<file path="src/hw/rtl/rau_pkg.sv">
// Shared types and codes for the rational arithmetic unit.
// No dependencies; imported by every module of the block.
package rau_pkg;

  localparam int unsigned DW  = 64;
  localparam int unsigned OPW = 32;
  localparam int unsigned DNW = 31;
  localparam int unsigned CW  = 6;

  typedef enum logic [1:0] {
    ACT_ADD = 2'd0,
    ACT_SUB = 2'd1,
    ACT_MUL = 2'd2,
    ACT_DIV = 2'd3
  } act_e;

  typedef enum logic [1:0] {
    ST_OK       = 2'd0,
    ST_DIV_ZERO = 2'd1,
    ST_DEN_ZERO = 2'd2
  } status_e;

  typedef enum logic {
    ALU_ADD,
    ALU_SUB
  } alu_op_e;

  typedef enum logic [3:0] {
    S_IDLE,
    S_MUL0,
    S_MUL1,
    S_MUL2,
    S_COMB,
    S_ABSN,
    S_ABSD,
    S_TWOS,
    S_GCD,
    S_DIVN,
    S_DIVD,
    S_SIGN,
    S_DONE
  } state_e;

  typedef struct packed {
    act_e                   action;
    logic signed [OPW-1:0]  a_num;
    logic        [DNW-1:0]  a_den;
    logic signed [OPW-1:0]  b_num;
    logic        [DNW-1:0]  b_den;
  } rau_in_t;

  typedef struct packed {
    logic signed [DW-1:0]   res_num;
    logic        [DW-2:0]   res_den;
    status_e                status;
  } rau_out_t;

  typedef struct packed {
    alu_op_e          op;
    logic [DW-1:0]    a;
    logic [DW-1:0]    b;
  } alu_req_t;

  typedef struct packed {
    logic [DW-1:0]    res;
    logic             borrow;
  } alu_rsp_t;

endpackage

</file>
<file path="src/hw/rtl/rau_mul.sv">
// Registered 32x32 signed multiplier shared by all cross products.
// Depends on rau_pkg.
module rau_mul (
  input  logic                               clk_i,
  input  logic signed [rau_pkg::OPW-1:0]     op_a_i,
  input  logic signed [rau_pkg::OPW-1:0]     op_b_i,
  output logic signed [rau_pkg::DW-1:0]      prod_o
);
  import rau_pkg::*;

  logic signed [DW-1:0] prod_q;

  always_ff @(posedge clk_i) begin
    prod_q <= DW'(op_a_i * op_b_i);
  end

  assign prod_o = prod_q;

endmodule

</file>
<file path="src/hw/rtl/rau_alu.sv">
// Shared 64-bit add/subtract unit with unsigned borrow out.
// Depends on rau_pkg.
module rau_alu (
  input  rau_pkg::alu_req_t req_i,
  output rau_pkg::alu_rsp_t rsp_o
);
  import rau_pkg::*;

  logic          is_sub;
  logic [DW-1:0] b_x;
  logic [DW:0]   sum;

  assign is_sub = (req_i.op == ALU_SUB);
  assign b_x    = is_sub ? ~req_i.b : req_i.b;
  assign sum    = {1'b0, req_i.a} + {1'b0, b_x} + (DW+1)'(is_sub);

  // borrow means a < b (unsigned) on a subtract
  assign rsp_o.res    = sum[DW-1:0];
  assign rsp_o.borrow = is_sub & ~sum[DW];

endmodule

</file>
<file path="src/hw/rtl/rational_arithmetic_unit.sv">
// Rational arithmetic unit: takes a/b-style fraction pairs plus an operation
// (add, subtract, multiply, divide) and returns the exact result reduced to
// lowest terms with a positive denominator; a zero numerator comes back as 0/1,
// a zero operand denominator or a divide by a zero fraction as 0/0 with a
// status code. One item is worked at a time: in_stall_o stays high from the
// accepting edge until the result is moved into the output register, which
// frees the input side even while that result beat waits on out_stall_i.
// Each item passes the shared 32x32 multiplier for three cross products, the
// shared 64-bit add/subtract unit for the sum and magnitudes, one shift step
// per common factor of two, a binary GCD of one subtract or shift per cycle,
// then two 64-step restoring divisions that run on the same add/subtract unit.
// Error items go from the accepting edge straight to S_DONE; items whose result
// numerator is zero reach S_DONE after S_MUL0, S_MUL1, S_MUL2, S_COMB and S_ABSN.
// OPERAND_WIDTH (8..32) selects
// how many low bits of the numerator fields (and OPERAND_WIDTH-1 of the
// denominator fields) are used.
// Depends on rau_pkg, rau_mul and rau_alu.
module rational_arithmetic_unit #(
  parameter int unsigned OPERAND_WIDTH = 32
) (
  input  logic              clk_i,
  input  logic              rst_ni,
  input  logic              in_valid_i,
  output logic              in_stall_o,
  input  rau_pkg::rau_in_t  in_data_i,
  output logic              out_valid_o,
  input  logic              out_stall_i,
  output rau_pkg::rau_out_t out_data_o
);
  import rau_pkg::*;

  state_e state_q, state_d;

  // operands, sign extended / zero extended to the multiplier width
  act_e                  act_q, act_d;
  logic signed [OPW-1:0] an_q, an_d, ad_q, ad_d, bn_q, bn_d, bd_q, bd_d;
  logic signed [OPW-1:0] an_ext, ad_ext, bn_ext, bd_ext;

  // x: numerator / its magnitude / quotient, y: same for the denominator
  // u, v: GCD work pair; u doubles as the division remainder
  logic [DW-1:0] x_q, x_d, y_q, y_d, u_q, u_d, v_q, v_d;
  logic [CW-1:0] cnt_q, cnt_d;
  logic          neg_q, neg_d;
  status_e       status_q, status_d;

  logic          out_valid_q, out_valid_d;
  rau_out_t      out_data_q, out_data_d;

  logic signed [OPW-1:0] mul_a, mul_b;
  logic signed [DW-1:0]  prod;
  alu_req_t              alu_req;
  alu_rsp_t              alu_rsp;
  logic [DW-1:0]         rem_sh, ymag;
  logic                  out_free;

  rau_mul u_mul (
    .clk_i  (clk_i),
    .op_a_i (mul_a),
    .op_b_i (mul_b),
    .prod_o (prod)
  );

  rau_alu u_alu (
    .req_i (alu_req),
    .rsp_o (alu_rsp)
  );

  assign an_ext = OPW'($signed(in_data_i.a_num[OPERAND_WIDTH-1:0]));
  assign bn_ext = OPW'($signed(in_data_i.b_num[OPERAND_WIDTH-1:0]));
  assign ad_ext = OPW'(in_data_i.a_den[OPERAND_WIDTH-2:0]);
  assign bd_ext = OPW'(in_data_i.b_den[OPERAND_WIDTH-2:0]);

  assign out_free    = !out_valid_q || !out_stall_i;
  assign in_stall_o  = (state_q != S_IDLE);
  assign out_valid_o = out_valid_q;
  assign out_data_o  = out_data_q;

  always_ff @(posedge clk_i or negedge rst_ni) begin
    if (!rst_ni) begin
      state_q     <= S_IDLE;
      out_valid_q <= 1'b0;
    end else begin
      state_q     <= state_d;
      out_valid_q <= out_valid_d;
    end
  end

  always_ff @(posedge clk_i) begin
    act_q      <= act_d;
    an_q       <= an_d;
    ad_q       <= ad_d;
    bn_q       <= bn_d;
    bd_q       <= bd_d;
    x_q        <= x_d;
    y_q        <= y_d;
    u_q        <= u_d;
    v_q        <= v_d;
    cnt_q      <= cnt_d;
    neg_q      <= neg_d;
    status_q   <= status_d;
    out_data_q <= out_data_d;
  end

  always_comb begin
    state_d     = state_q;
    act_d       = act_q;
    an_d        = an_q;
    ad_d        = ad_q;
    bn_d        = bn_q;
    bd_d        = bd_q;
    x_d         = x_q;
    y_d         = y_q;
    u_d         = u_q;
    v_d         = v_q;
    cnt_d       = cnt_q;
    neg_d       = neg_q;
    status_d    = status_q;
    out_data_d  = out_data_q;
    out_valid_d = out_valid_q && out_stall_i;
    mul_a       = an_q;
    mul_b       = bd_q;
    alu_req     = '{op: ALU_SUB, a: x_q, b: y_q};
    rem_sh      = '0;
    ymag        = y_q;

    unique case (state_q)
      S_IDLE: begin
        if (in_valid_i) begin
          act_d = in_data_i.action;
          an_d  = an_ext;
          ad_d  = ad_ext;
          bn_d  = bn_ext;
          bd_d  = bd_ext;
          x_d   = '0;
          y_d   = '0;
          // zero denominator outranks divide by zero
          if (ad_ext == '0 || bd_ext == '0) begin
            status_d = ST_DEN_ZERO;
            state_d  = S_DONE;
          end else if (in_data_i.action == ACT_DIV && bn_ext == '0) begin
            status_d = ST_DIV_ZERO;
            state_d  = S_DONE;
          end else begin
            status_d = ST_OK;
            state_d  = S_MUL0;
          end
        end
      end
      S_MUL0: begin
        mul_a   = an_q;
        mul_b   = (act_q == ACT_MUL) ? bn_q : bd_q;
        state_d = S_MUL1;
      end
      S_MUL1: begin
        mul_a   = bn_q;
        mul_b   = ad_q;
        x_d     = prod;
        state_d = S_MUL2;
      end
      S_MUL2: begin
        mul_a   = ad_q;
        mul_b   = (act_q == ACT_DIV) ? bn_q : bd_q;
        y_d     = prod;
        state_d = S_COMB;
      end
      S_COMB: begin
        alu_req = '{op: (act_q == ACT_ADD) ? ALU_ADD : ALU_SUB, a: x_q, b: y_q};
        if (act_q == ACT_ADD || act_q == ACT_SUB) begin
          x_d = alu_rsp.res;
        end
        y_d     = prod;
        state_d = S_ABSN;
      end
      S_ABSN: begin
        alu_req = '{op: ALU_SUB, a: '0, b: x_q};
        if (x_q == '0) begin
          x_d     = '0;
          y_d     = DW'(1);
          state_d = S_DONE;
        end else begin
          neg_d   = x_q[DW-1] ^ y_q[DW-1];
          x_d     = x_q[DW-1] ? alu_rsp.res : x_q;
          state_d = S_ABSD;
        end
      end
      S_ABSD: begin
        alu_req = '{op: ALU_SUB, a: '0, b: y_q};
        ymag    = y_q[DW-1] ? alu_rsp.res : y_q;
        y_d     = ymag;
        u_d     = x_q;
        v_d     = ymag;
        state_d = S_TWOS;
      end
      S_TWOS: begin
        // strip common factors of two from both the pair and the operands
        if (!u_q[0] && !v_q[0]) begin
          u_d = u_q >> 1;
          v_d = v_q >> 1;
          x_d = x_q >> 1;
          y_d = y_q >> 1;
        end else begin
          state_d = S_GCD;
        end
      end
      S_GCD: begin
        alu_req = '{op: ALU_SUB, a: u_q, b: v_q};
        priority if (u_q == '0) begin
          // v holds the odd part of the gcd; u now serves as remainder
          cnt_d   = '1;
          state_d = S_DIVN;
        end else if (!u_q[0]) begin
          u_d = u_q >> 1;
        end else if (!v_q[0]) begin
          v_d = v_q >> 1;
        end else if (alu_rsp.borrow) begin
          u_d = v_q;
          v_d = u_q;
        end else begin
          u_d = alu_rsp.res >> 1;
        end
      end
      S_DIVN: begin
        rem_sh  = {u_q[DW-2:0], x_q[DW-1]};
        alu_req = '{op: ALU_SUB, a: rem_sh, b: v_q};
        x_d     = {x_q[DW-2:0], ~alu_rsp.borrow};
        u_d     = alu_rsp.borrow ? rem_sh : alu_rsp.res;
        cnt_d   = cnt_q - CW'(1);
        if (cnt_q == '0) begin
          u_d     = '0;
          cnt_d   = '1;
          state_d = S_DIVD;
        end
      end
      S_DIVD: begin
        rem_sh  = {u_q[DW-2:0], y_q[DW-1]};
        alu_req = '{op: ALU_SUB, a: rem_sh, b: v_q};
        y_d     = {y_q[DW-2:0], ~alu_rsp.borrow};
        u_d     = alu_rsp.borrow ? rem_sh : alu_rsp.res;
        cnt_d   = cnt_q - CW'(1);
        if (cnt_q == '0) begin
          state_d = S_SIGN;
        end
      end
      S_SIGN: begin
        alu_req = '{op: ALU_SUB, a: '0, b: x_q};
        if (neg_q) begin
          x_d = alu_rsp.res;
        end
        state_d = S_DONE;
      end
      S_DONE: begin
        if (out_free) begin
          out_data_d  = '{res_num: x_q, res_den: y_q[DW-2:0], status: status_q};
          out_valid_d = 1'b1;
          state_d     = S_IDLE;
        end
      end
      default: begin
        state_d = S_IDLE;
      end
    endcase
  end

endmodule

</file>
<file path="config.mk">
export PLATFORM = sky130hd
export DESIGN_NAME = rational_arithmetic_unit
export DESIGN_NICKNAME = d
export VERILOG_FILES = /design/src/hw/rtl/rau_pkg.sv /design/src/hw/rtl/rau_mul.sv /design/src/hw/rtl/rau_alu.sv /design/src/hw/rtl/rational_arithmetic_unit.sv
export SDC_FILE = /design/constraint.sdc
export NUM_CORES = 2
export LEC_CHECK = 0
export CORE_ASPECT_RATIO = 1.75
export CORE_MARGIN = 1
export CORE_UTILIZATION = 35
export CTS_CLUSTER_DIAMETER = 120
export CTS_CLUSTER_SIZE = 20
export DETAILED_ROUTE_END_ITERATION = 10
export DONT_BUFFER_PORTS = 1
export PLACE_DENSITY_LB_ADDON = 0.08
export RECOVER_POWER = 25
export SLEW_MARGIN = 20
export SYNTH_ARGS = -nofsm -noshare
export SYNTH_HDL_FRONTEND = slang
export SYNTH_SLANG_ARGS = --single-unit
</file>
<file path="constraint.sdc">
create_clock -name clk_i -period 29.1 [get_ports clk_i]
set_input_delay 2.91 -clock clk_i [delete_from_list [all_inputs] [get_ports clk_i]]
set_output_delay 2.91 -clock clk_i [all_outputs]
set_load 0.05 [all_outputs]
</file>
==> out/metrics.yaml <==
fin_skew_ns: 0.0781
ys_ff_latch: 591
synth_compound_area_share_pct: 14.5
synth_top_cell_by_area: "fa_1"
outcome: "finished with violations"
synth_mux_area_share_pct: 1.37
worst_pin_slew_ns: 4.05
rsz0062_at_grt: "false"
drv_cap: 7
drc_errors: 3
worst-path-buf-inv: 8
cp-start-kind: "flop"
critPathRequiredTime_ns: 29.68
yosysTopAreaCellShare_pct: 31.9
fp.dieH_um: 585
synthAdderAreaFrac_pct: 36.4
setup_viol: 0
grt_pass1_wl_um: 437000
cts_resized: 0
numCtsBuffers: 37
max_stage_delay_ns: 1.08
drive_above_1_share_pct: 4.66
startpoint: "state_q[1]"
die_w_um: 335
fin_crit_sh_pct: 42.9
multi_input_area_um2: 45500
crit_family: "adder cells"
io_pins: 263
setup_tns_ns: 0
cts.sink_count: 591
netlist_area_um2: 68000
gr-usage-all-layers_pct: 31.5
failed_checks: "design-rule violations, max-capacitance violations, max-slew violations"
dr_total_vias: 55312
synth.most_common_cell: "fa_1"
ys_seq_area_share_pct: 25.1
fin_crit_ns: 12.49
yosys_warnings: 0
fillCellCount: 19591
clk_pin_slew_ns: 0.10
first_pass_iters: 11
yosysUniqueCellTypes: 95
avgRoutedWirePerCell_um: 32.8
design.core.area_um2: 193000
p_per_area_nw_per_um2: 20.8
antenna_left: 0
synth_edf_count: 522
timing.slew.headroom_pct: -170
worstSetupEndpointType: "flop"
path_max_fanout: 94
dp_hpwl_um: 236000
synth-xor-area-share_pct: 2.68
initial_core_util_pct: 35.3
gp_congestion: 0.950
syn_inst: 6984
cts.path.max_buffers: 3
clock-root-buffer: "clkbuf_16"
path_common_cell: "fa_1"
die-area_um2: 196000
worstSetupPathType: "flop to flop"
syn_nets: 8447
antenna_found_initial: 5
async_flop_share_pct: 0.846
wirelength_um: 308000
syn-mean-instance-area_um2: 9.74
finalMaxSlewViolations: 250
overflow: 0
min_path_type: "flop to flop"
h-tree-depth: 2
synth.area.top_cells: "fa_1, edfxtp_1, inv_1, nand2_1, ha_1"
synth_top_family_by_area: "adder cells"
p_leak_uw: 0.0316
fmax_mhz: 80.0
grt_max_degree: 148
grt_pass1_vias: 60315
postCtsSetupRepairBufs: 0
synth_top_cells_by_count: "fa_1, inv_1, nand2_1"
r2r_start: "state_q[1]"
synth_ff_type: "edfxtp_1"
avgViaCountPerCell: 5.89
rows: 213
hold_viol_final: 0
regArea_um2: 17100
cts_tree: "built"
vdd_drop_max_v: 0.0000540
clock_latency_ns: 0.71
cts_hold_buf: 0
critPathArrivalTime_ns: 13.07
synthSimpleGateAreaFrac_pct: 11.4
area_growth_pct: 6.47
detail_route.iter0.violations: 5762
power_uw: 1510
portBuffers: 0
worstHoldStart: "status_q[0]"
fin_nets: 8240
slowest_stage: "dfrtp_1"
## state kept, by name, indices dropped and copies added (netlist names), 4 cells and up
signal / cells
ad_q: 31
an_q: 32
bd_q: 31
bn_q: 32
cnt_q: 6
out_data_o: 129
state_q: 4
u_mul.prod_o: 64
u_q: 64
v_q: 64
x_q: 64
y_q: 64
## power by group
| part | switching (uW) | total [uW] | internal (uW) |
|---|---|---|---|
| clock network | 342 | 598 | 256 |
| registers | 0.0000000000000283 | 911 | 911 |
| logic | 0.494 | 0.985 | 0.465 |
## routing by layer
layer / up-vias / share of wire [%] / global-route usage [%]
met5: - / 0.0059 / 0
met4: 2 / 10 / 27.6
met3: 1025 / 5.3 / 3.70
met2: 2707 / 53 / 59.0
met1: 28596 / 31 / 30.1
li1: 22982 / - / -
## per-stage QoR
stage | util [%] | cell area (um^2) | std cells | hold WS (ns) | worst slack, ns
2_1_floorplan | - | 68000 | 6984 | 0.400 | 19.17
3_3_place_gp | 37.0 | 71300 | 9315 | 0.403 | 16.91
3_5_place_dp | 37.0 | 71300 | 9315 | 0.409 | 16.80
4_1_cts | 37.6 | 72400 | 9379 | 0.421 | 16.71
5_1_grt | 37.6 | 72400 | 9383 | 0.414 | 16.12
6_report | 37.6 | 72400 | 9386 | 0.422 | 16.61
## kinds of logic after synthesis
kind of cell | after synthesis
multiplexers | 93
adder cells (fa/ha/maj) | 1331
AO/OA/AOI/OAI | 1387
buffers and inverters | 1512
AND/OR/NAND/NOR | 1862
XOR/XNOR | 208
flip-flops | 591
## cells in the final DEF, fill, tap and decap left out, drive strengths merged, types with 39 or more instances in the layout
master	n
xor2	46
dfxtp	64
nand2	845
buf	175
ha	248
nand4	42
inv	1085
nor4	61
nor2	702
clkbuf	67
a21oi	318
edfxtp	522
and2	39
a22oi	75
a21o	122
mux2i	91
o21ai	309
fa	1083
xnor2	162
a222oi	278
## area by class of cell
cell class	instances	area share (%)
sequential	591	23.6
timing repair buffer	183	1.90
antenna	4	0.0138
tap	2580	4.46
multi-input combinational	4881	62.9
inverter	1083	5.61
clock buffer	59	1.45
clock inverter	5	0.123
## worst paths after layout
| path | endpoint | cells past startpoint | slack, ns |
|---|---|---|---|
| min | out_data_o[0] | 0 | 0.42 |
| max in group asynchronous | state_q[0] | 0 | 27.11 |
| min reg2reg | out_data_o[0] | 0 | 0.42 |
| max | u_mul.prod_o[56] | 34 | 16.61 |
| min in group asynchronous | state_q[1] | 0 | 1.89 |
| max reg2reg | u_mul.prod_o[56] | 34 | 16.61 |
Note: power is estimated with default switching activity, not from simulation.
